--- config.mk ---
export PLATFORM = sky130hd
export DESIGN_NAME = debounced_key_scanner
export DESIGN_NICKNAME = d
export VERILOG_FILES = /design/src/hw/rtl/dks_pkg.sv /design/src/hw/rtl/debounced_key_scanner.sv
export SDC_FILE = /design/constraint.sdc
export NUM_CORES = 1
export LEC_CHECK = 0
export CELL_PAD_IN_SITES_DETAIL_PLACEMENT = 1
export CELL_PAD_IN_SITES_GLOBAL_PLACEMENT = 1
export CORE_AREA = 2 2 204 206
export CTS_CLUSTER_DIAMETER = 30
export DETAILED_ROUTE_END_ITERATION = 8
export DIE_AREA = 0 0 206 208
export DONT_BUFFER_PORTS = 1
export PLACE_DENSITY_LB_ADDON = 0.12
export SLEW_MARGIN = 25
export SYNTH_ARGS = -nofsm -noshare
export SYNTH_HDL_FRONTEND = slang
export SYNTH_SLANG_ARGS = --single-unit
--- constraint.sdc ---
create_clock -name clk -period 13.6 [get_ports clk]
set_input_delay 1.36 -clock clk [delete_from_list [all_inputs] [get_ports clk]]
set_output_delay 1.36 -clock clk [all_outputs]
set_load 0.1 [all_outputs]
--- src/hw/rtl/dks_pkg.sv ---
package dks_pkg;

  localparam int NUM_KEYS        = 8;
  localparam int TICK_COUNT_BITS = 16;
  localparam int PIN_W           = 8;
  localparam int TICK_REG_W      = 16;

  localparam logic [PIN_W-1:0] KEY_MASK =
    PIN_W'((64'd1 << NUM_KEYS) - 64'd1);
  localparam logic [31:0] COUNT_MAX =
    32'((64'd1 << TICK_COUNT_BITS) - 64'd1);

  typedef logic [TICK_COUNT_BITS-1:0] cnt_t;

  // event codes of a result word
  typedef enum logic [1:0] {
    EV_BUTTON = 2'd0,
    EV_SWITCH = 2'd1,
    EV_LONG   = 2'd2
  } event_kind_t;

  // register indexes on the configuration port
  localparam logic [1:0] REG_BOUNCE = 2'd0;
  localparam logic [1:0] REG_LONG   = 2'd1;
  localparam logic [1:0] REG_SWMASK = 2'd2;

  typedef struct packed {
    event_kind_t      kind;
    logic [PIN_W-1:0] down;
    logic [PIN_W-1:0] changed;
    logic             last;
  } word_t;

  // tick register to counter limit: zero acts as one, clipped to counter max
  function automatic cnt_t limit_of(input logic [TICK_REG_W-1:0] ticks);
    logic [31:0] w;
    w = 32'(ticks);
    if (w == 32'd0) begin
      w = 32'd1;
    end else if (w > COUNT_MAX) begin
      w = COUNT_MAX;
    end
    return TICK_COUNT_BITS'(w);
  endfunction

  // saturating increment
  function automatic cnt_t count_up(input cnt_t c);
    if (32'(c) == COUNT_MAX) begin
      return c;
    end
    return c + cnt_t'(1);
  endfunction

endpackage

--- src/hw/rtl/debounced_key_scanner.sv ---
// Debounced key scanner with long-press timer. Each input word is one time
// tick carrying eight active-low key pin levels; the block takes one tick per
// clock cycle while in_stall is low, and all debounce, scan and timer work for
// that tick is done in the same cycle. Events (long press, then button, then
// switch, at most three per tick, the final one marked by out_last) go into a
// four-word output queue; in_stall rises only while fewer than three queue
// words are free after this cycle's read. With the output free, a tick behind
// one that raised three events waits until at most one word is left, and
// longer while out_stall holds words in the queue. The user must write the
// registers over the APB-style port only while the block is idle; the block does not enforce this.
module debounced_key_scanner import dks_pkg::*; (
  input  logic                  clk,
  input  logic                  rst_n,
  // tick input
  input  logic                  in_valid,
  output logic                  in_stall,
  input  logic [PIN_W-1:0]      in_pin_levels,
  // event output
  output logic                  out_valid,
  input  logic                  out_stall,
  output logic [1:0]            out_event_kind,
  output logic [PIN_W-1:0]      out_keys_down,
  output logic [PIN_W-1:0]      out_keys_changed,
  output logic                  out_last,
  // configuration
  input  logic                  psel,
  input  logic                  penable,
  input  logic                  pwrite,
  input  logic [3:0]            paddr,
  input  logic [31:0]           pwdata,
  output logic [31:0]           prdata,
  output logic                  pready
);

  // configuration registers
  logic [TICK_REG_W-1:0] bounce_ticks_r;
  logic [TICK_REG_W-1:0] long_ticks_r;
  logic [PIN_W-1:0]      switch_mask_r;
  logic                  cfg_wr;

  assign pready = 1'b1;
  assign cfg_wr = psel && penable && pwrite;

  always_ff @(posedge clk) begin
    if (!rst_n) begin
      bounce_ticks_r <= TICK_REG_W'(50);
      long_ticks_r   <= TICK_REG_W'(1000);
      switch_mask_r  <= PIN_W'(12);
    end else if (cfg_wr) begin
      unique case (paddr[3:2])
        REG_BOUNCE: bounce_ticks_r <= pwdata[TICK_REG_W-1:0];
        REG_LONG:   long_ticks_r   <= pwdata[TICK_REG_W-1:0];
        REG_SWMASK: switch_mask_r  <= pwdata[PIN_W-1:0];
        default:    ;
      endcase
    end
  end

  // register read back
  always_comb begin
    unique case (paddr[3:2])
      REG_BOUNCE: prdata = 32'(bounce_ticks_r);
      REG_LONG:   prdata = 32'(long_ticks_r);
      REG_SWMASK: prdata = 32'(switch_mask_r);
      default:    prdata = 32'd0;
    endcase
  end

  // scanner state
  logic [PIN_W-1:0] prev_r, prev_nxt;
  logic             window_r, window_nxt;
  cnt_t             bcount_r, bcount_nxt;
  logic             first_r, first_nxt;
  logic [PIN_W-1:0] stable_r, stable_nxt;
  logic             lrun_r, lrun_nxt;
  cnt_t             lcount_r, lcount_nxt;
  logic             armed_r, armed_nxt;

  // output queue, four words
  word_t         q_r [4];
  logic [1:0]    wptr_r, rptr_r;
  logic [2:0]    qcnt_r;
  logic          pop, accept;
  logic [2:0]    after_pop;

  assign out_valid = (qcnt_r != 3'd0);
  assign pop       = out_valid && !out_stall;
  assign after_pop = qcnt_r - 3'(pop);
  assign in_stall  = (after_pop > 3'd1);
  assign accept    = in_valid && !in_stall;

  // per-tick scan logic
  logic [PIN_W-1:0] keys, sw, pressed, released, changed;
  logic             v_long, v_btn, v_sw, scan, btn_pressed;
  cnt_t             lc_inc, bc_inc;

  always_comb begin
    keys     = (~in_pin_levels) & KEY_MASK;
    sw       = switch_mask_r & KEY_MASK;
    pressed  = keys & ~stable_r;
    released = stable_r & ~keys;
    changed  = keys ^ stable_r;
    btn_pressed = (pressed & ~sw) != '0;

    prev_nxt   = in_pin_levels;
    window_nxt = window_r;
    bcount_nxt = bcount_r;
    first_nxt  = first_r;
    stable_nxt = stable_r;
    lrun_nxt   = lrun_r;
    lcount_nxt = lcount_r;
    armed_nxt  = armed_r;
    v_long     = 1'b0;
    v_btn      = 1'b0;
    v_sw       = 1'b0;
    scan       = 1'b0;

    // long-press timer advances first
    lc_inc = count_up(lcount_r);
    if (lrun_r) begin
      lcount_nxt = lc_inc;
      if (lc_inc >= limit_of(long_ticks_r)) begin
        lrun_nxt  = 1'b0;
        armed_nxt = 1'b0;
        v_long    = 1'b1;
      end
    end

    bc_inc = count_up(bcount_r);
    if (first_r) begin
      // silent first scan
      first_nxt  = 1'b0;
      stable_nxt = keys;
    end else if (window_r) begin
      bcount_nxt = bc_inc;
      scan       = (bc_inc >= limit_of(bounce_ticks_r));
    end else if (((in_pin_levels ^ prev_r) & KEY_MASK) != '0) begin
      window_nxt = 1'b1;
      bcount_nxt = '0;
    end

    // debounced scan
    if (scan) begin
      window_nxt = 1'b0;
      if (((released & ~sw) != '0) && armed_nxt) begin
        lrun_nxt = 1'b0;
      end
      if (btn_pressed && !lrun_nxt) begin
        lrun_nxt   = 1'b1;
        armed_nxt  = 1'b1;
        lcount_nxt = '0;
      end
      v_btn      = btn_pressed;
      v_sw       = ((pressed | released) & sw) != '0;
      stable_nxt = keys;
    end
  end

  // state registers
  always_ff @(posedge clk) begin
    if (!rst_n) begin
      prev_r   <= '1;
      window_r <= 1'b0;
      bcount_r <= '0;
      first_r  <= 1'b1;
      stable_r <= '0;
      lrun_r   <= 1'b0;
      lcount_r <= '0;
      armed_r  <= 1'b0;
    end else if (accept) begin
      prev_r   <= prev_nxt;
      window_r <= window_nxt;
      bcount_r <= bcount_nxt;
      first_r  <= first_nxt;
      stable_r <= stable_nxt;
      lrun_r   <= lrun_nxt;
      lcount_r <= lcount_nxt;
      armed_r  <= armed_nxt;
    end
  end

  // result words and their queue slots
  word_t      w_long, w_btn, w_sw;
  logic [1:0] a_btn, a_sw;
  logic [2:0] n_push;

  always_comb begin
    w_long = '{kind: EV_LONG, down: stable_r, changed: stable_r,
               last: !(v_btn || v_sw)};
    w_btn  = '{kind: EV_BUTTON, down: keys, changed: changed, last: !v_sw};
    w_sw   = '{kind: EV_SWITCH, down: keys, changed: changed, last: 1'b1};
    a_btn  = wptr_r + 2'(v_long);
    a_sw   = wptr_r + 2'(v_long) + 2'(v_btn);
    n_push = accept ? (3'(v_long) + 3'(v_btn) + 3'(v_sw)) : 3'd0;
  end

  // queue payload
  always_ff @(posedge clk) begin
    if (accept) begin
      if (v_long) q_r[wptr_r] <= w_long;
      if (v_btn)  q_r[a_btn]  <= w_btn;
      if (v_sw)   q_r[a_sw]   <= w_sw;
    end
  end

  // queue pointers
  always_ff @(posedge clk) begin
    if (!rst_n) begin
      wptr_r <= '0;
      rptr_r <= '0;
      qcnt_r <= '0;
    end else begin
      wptr_r <= wptr_r + n_push[1:0];
      rptr_r <= rptr_r + 2'(pop);
      qcnt_r <= after_pop + n_push;
    end
  end

  // queue head drives the result ports
  assign out_event_kind   = q_r[rptr_r].kind;
  assign out_keys_down    = q_r[rptr_r].down;
  assign out_keys_changed = q_r[rptr_r].changed;
  assign out_last         = q_r[rptr_r].last;

endmodule

Word-level counts from Yosys, hierarchy flattened
Memory sizes are Yosys's and may differ from the RTL's. A register that Yosys moved wholly into a read port is not among the register bits.
Index checks and enable logic that the tools add are counted.
{"block": "word_totals", "mem_count": 1, "ff_bits": 99, "elab_cells": 124, "out_inout_bits": 54, "ramBits": 76}
{"memory": "q_r", "depth": 4, "width": 19, "read_ports": 1, "rd_ports_with_merged_regs": 1, "wr": 3, "line": "debounced_key_scanner.sv:80", "source": "word_t q_r [4];"}
{"block": "classes", "reduce_logical": 28, "eq_ne": 5, "magnitude_cmp": 3, "n_addsub": 10, "bitwise": 13, "muxes": 50}
{"op": "2-to-1 mux 16 bit", "count": 14}
{"op": "one-hot mux 16 bit (3 select lines)", "count": 1}
{"op": "bitwise AND 8 bit", "count": 5}
{"op": "adder 16 x 1 -> 16 bit (second input constant)", "count": 2}
{"op": "== test 16 bit (second input constant)", "count": 2}
{"op": "greater-or-equal comparator 16 bit", "count": 2}
{"op": "logical NOT 16 bit", "count": 2}
{"op": "NOT 8 bit", "count": 4}
{"op": "nonzero test 8 bit", "count": 4}
{"op": "2-to-1 mux 1 bit", "count": 31}
{"op": "2-to-1 mux 8 bit", "count": 2}
{"op": "bitwise XOR 8 bit", "count": 2}
{"op": "AND reduction 2 bit", "count": 5}
{"op": "OR 8 bit", "count": 1}
{"op": "adder 2 x 1 -> 2 bit", "count": 3}
{"op": "logical AND 1 bit", "count": 6}
{"op": "logical NOT 1 bit", "count": 5}
{"op": "nonzero test 2 bit", "count": 2}
{"op": "adder 2 x 1 -> 3 bit", "count": 1}
{"op": "adder 3 bit", "count": 1}
{"op": "greater-than comparator 3 x 1 -> 1 bit (second input constant)", "count": 1}
{"op": "2-to-1 mux 3 bit", "count": 1}
{"op": "AND reduction 3 bit", "count": 1}
{"op": "nonzero test 3 bit", "count": 1}
{"op": "other kinds (10)", "count": 10}

Logic depth before layout (Yosys ltp)
{"block": "depth", "depth_word": 13, "mapped_depth": 24, "ltp_nobuf": 21}

Least setup slack after synthesis
Ideal clock, no wire load.
{"block": "synth_timing", "path_kind": "input port to output port", "startpoint": "input port paddr[3]", "endpoint": "output port prdata[3]", "n_path_buf": 2, "stages": 4, "required_ps": 12240, "path_slack_ps": 7948, "arrival_time_ps": 4292, "path_cell_list": "clkbuf_1 -> clkbuf_1 -> mux2i_1 -> o21ai_0"}
{"block": "synth_between", "elab_chain_len": 2}
{"element": "start, declared", "line": "debounced_key_scanner.sv:29", "source": "input logic [3:0] paddr,"}
{"element": "== test 2 bit, or another cell as far along", "line": "debounced_key_scanner.sv:61", "source": "unique case (paddr[3:2])"}
{"element": "one-hot mux 16 bit (3 select lines) (*)", "line": "debounced_key_scanner.sv:61"}
{"element": "end, declared", "line": "debounced_key_scanner.sv:31", "source": "output logic [31:0] prdata,"}
Mark *: on every way between the ends. The rest lies on a longest branch, timed or not.

==> impl_metrics.env <==
export IMPL_crit_path_max_fanout=18
export IMPL_antenna_cells=0
export IMPL_ioPinCount=105
export IMPL_cts_hold_buf=0
export IMPL_post_cts_resized=0
export IMPL_hold_class="flip-flop to flip-flop"
export IMPL_total_power_mw=1.367
export IMPL_synthCells=1066
export IMPL_floorplan_initialDensity=0.2486
export IMPL_synth_edf_count=64
export IMPL_slew_violations=0
export IMPL_grt_pass1_vias=8211
export IMPL_synth_cell_type_count=68
export IMPL_instances_no_fill=1573
export IMPL_p_leak_nw=3.855
export IMPL_dp_hpwl_mm=23.61
export IMPL_crit_slowest_cell="nand2_1"
export IMPL_portBuffers=0
export IMPL_track_usage=0.1602
export IMPL_syn_to_final_growth_pct=10.61
export IMPL_drc=0
export IMPL_setup_viol=0
export IMPL_vias=7739
export IMPL_worst_pin_slew_ps=1112
export IMPL_final_antenna_net_count=0
export IMPL_crit_chain="nand3_1 -> nor3_1 -> nand4_1 -> nand3_1 -> xnor2_1 -> ha_1 -> nand3_1 -> nor2_1 -> a21oi_1 -> o211ai_1 -> and2_1 -> ha_1 -> ha_1 -> xnor2_1 -> nand3_1 -> nor3_1 -> a31oi_4 -> nand2_1"
export IMPL_core_area_um2=40550
export IMPL_fill_cells=4659
export IMPL_whs_endpoint="q_r[1][17]"
export IMPL_cts_inserted_buffers=17
export IMPL_yosys_most_used_dff="dfxtp_1"
export IMPL_clock_skew_final_ps=12.53
export IMPL_reg2reg_slack_ps=6510
export IMPL_std_cell_rows=74
export IMPL_cts_sinks=175
export IMPL_clk_pin_slew_ps=70
export IMPL_pre_cts_ws_ps=6416
export IMPL_syn_area_per_cell_um2=9.457
export IMPL_dpl_cell_count=1540
export IMPL_synthArstFlopShare=0
export IMPL_clock_path_buffers=2
export IMPL_synth_area_um2=10080
export IMPL_htreeDepth=4
export IMPL_insertion_delay_ps=460
export IMPL_clockRootBuffer="clkbuf_16"
export IMPL_die_h_um=208
export IMPL_hold_violations=0
export IMPL_hold_depth=1
export IMPL_arrival_ps=7160
export IMPL_place_congestion=0.7488
export IMPL_yosys_warnings=0
export IMPL_vias_per_cell=4.920
export IMPL_drive_gt1_frac=0.09510
export IMPL_overflow=0
export IMPL_period_share=0.5210
export IMPL_fin_ws_ps=6514
export IMPL_firstDrtPassIters=4
export IMPL_wl_per_cell_um=21.08
export IMPL_start_kind="flip-flop"
export IMPL_die_area_um2=42850
export IMPL_grt_max_degree=56
export IMPL_p_per_area_nw_per_um2=122.6
export IMPL_grt_pass1_wl_mm=51.40
export IMPL_fp_dieW_um=206
export IMPL_max_freq_mhz=141.1
export IMPL_ys_ff_latch=175
export IMPL_end_kind="flip-flop"
export IMPL_slew_headroom=0.2582
export IMPL_antenna_found_initial=0
export IMPL_irDropWorstVdd_uv=87.36
export IMPL_min_from="q_r[1][17]"
export IMPL_nets=1138
export IMPL_worstSetupPathType="flip-flop to flip-flop"
export IMPL_seq_area_frac_synth=0.4111
export IMPL_reg2reg_depth=18
export IMPL_timing_rr_end="q_r[3][4]"
export IMPL_first_iter_violations=287
export IMPL_cts_tree="yes"
export IMPL_cts_setup_buffers=0
export IMPL_cp_slowest_stage_delay_ps=820
export IMPL_cp_common_cell="nand3_1"
export IMPL_rr_startpoint="lcount_r[6]"
export IMPL_drt_wl_total_mm=33.16
export IMPL_maxCapViolations=0
export IMPL_hold_ws_ps=450.6
export IMPL_fin_crit_ps=7086
export IMPL_rsz0062_at_grt="false"
export IMPL_tns_ps=0
export IMPL_crit_required_ps=13680
export IMPL_status="finished, final reports clean"
-- sequential cells by signal, summed over array words and instances (netlist names) --
signal,count
lrun_r,1
long_ticks_r,16
sw,8
qcnt_r,3
wptr_r,2
armed_r,1
prev_r,8
q_r,76
first_r,1
bcount_r,16
bounce_ticks_r,16
stable_r,8
window_r,1
lcount_r,16
rptr_r,2
-- cell type report --
class	count	area, um^2	area share
clock buffers	22	444.2	0.03983
clock inverters	10	105.1	0.009426
inverters	70	262.8	0.02356
multi-input cells	749	5413	0.4854
flip-flops and latches	175	4144	0.3716
well taps	532	665.6	0.05969
repair buffers	15	116.4	0.01044
-- how the worst max path moves through the flow --
stage               slack, ps          to        start
floorplan                7950   prdata[3]     paddr[3]
global route             5880   q_r[3][5]  lcount_r[6]
CTS                      6390   q_r[3][5]  lcount_r[6]
global placement         6530  q_r[3][11]  lcount_r[6]
finish                   6510   q_r[3][4]  lcount_r[6]
detailed placement       6420  q_r[3][11]  lcount_r[6]
-- through the flow --
stage                     instance area [um^2]    util
final                                    11150  0.2750
after global routing                     11150  0.2750
after CTS                                11120  0.2741
after detailed placement                 10570  0.2606
after global placement                   10540  0.2600
after floorplan                          10140       -
-- routing by layer --
| layer | track usage | part of all wire |
|---|---|---|
| met5 | 0 | 0 |
| met4 | 0.03005 | 0.0066 |
| met3 | 0.03336 | 0.030 |
| met2 | 0.2746 | 0.49 |
| met1 | 0.2077 | 0.47 |
-- Yosys cell counts, types with 5 or more instances --
library cell	instances	area share
inv_1	70	0.026
edfxtp_1	64	0.19
nor2b_1	10	0.0062
nand4_1	15	0.0093
a21oi_1	55	0.027
a21o_1	7	0.0052
o2bb2ai_1	62	0.054
ha_1	57	0.071
and4_1	5	0.0043
and2_1	11	0.0068
and3_1	10	0.0062
nor4_1	12	0.0074
xor2_1	12	0.010
o21ai_0	29	0.014
a211oi_1	9	0.0067
nor2_1	57	0.021
a31oi_1	10	0.0062
clkbuf_1	53	0.020
dfxtp_1	111	0.22
buf_2	8	0.0040
nor3_1	18	0.0089
nand3_1	50	0.025
nand2_1	129	0.048
a41o_1	5	0.0050
o22ai_1	5	0.0031
a221o_1	6	0.0060
a22oi_1	11	0.0082
o21a_1	7	0.0052
buf_4	17	0.013
o211ai_1	19	0.014
mux4_2	19	0.042
xnor2_1	30	0.026
mux2i_1	18	0.018
-- critical path, delay by kind of cell, from the launching register on --
kind            cells  cell delay, ps
simple gates       10            3970
compound gates      3             980
xor+xnor            2             330
fa+ha+maj           3             960
flops               1             450
-- power breakdown --
| group | switching (mW) | total, mW | internal, mW |
|---|---|---|---|
| registers | 0.0423 | 0.602 | 0.560 |
| clock network | 0.229 | 0.484 | 0.255 |
| logic | 0.209 | 0.281 | 0.0713 |
| total | 0.481 | 1.37 | 0.886 |
-- cell usage in the layout (no fill, tap or decap), types with 10 or more instances in the layout --
master,Yosys,final
nand2_1,129,129
dfxtp_1,111,111
inv_1,70,69
edfxtp_1,64,64
o2bb2ai_1,62,62
ha_1,57,57
a21oi_1,55,55
nand3_1,50,50
nor2_1,57,49
xnor2_1,30,30
o21ai_0,29,21
o211ai_1,19,19
mux4_2,19,19
mux2i_1,18,18
nor3_1,18,17
conb_1,2,17
clkbuf_16,0,17
nand4_1,15,15
buf_4,17,14
nor4_1,12,12
xor2_1,12,12
and2_1,11,11
a22oi_1,11,11
and3_1,10,10
a31oi_1,10,10
nor2b_1,10,10
-- cell families after synthesis --
| kind of cell | synth area share |
|---|---|
| simple gates | 0.1622 |
| compound gates | 0.1795 |
| flops | 0.4111 |
| buf+inv | 0.06888 |
| fa+ha+maj | 0.07472 |
| xor+xnor | 0.03810 |
| mux | 0.06479 |
| other cells | 0.0007450 |
No activity file was read; power rests on OpenSTA's default activity.
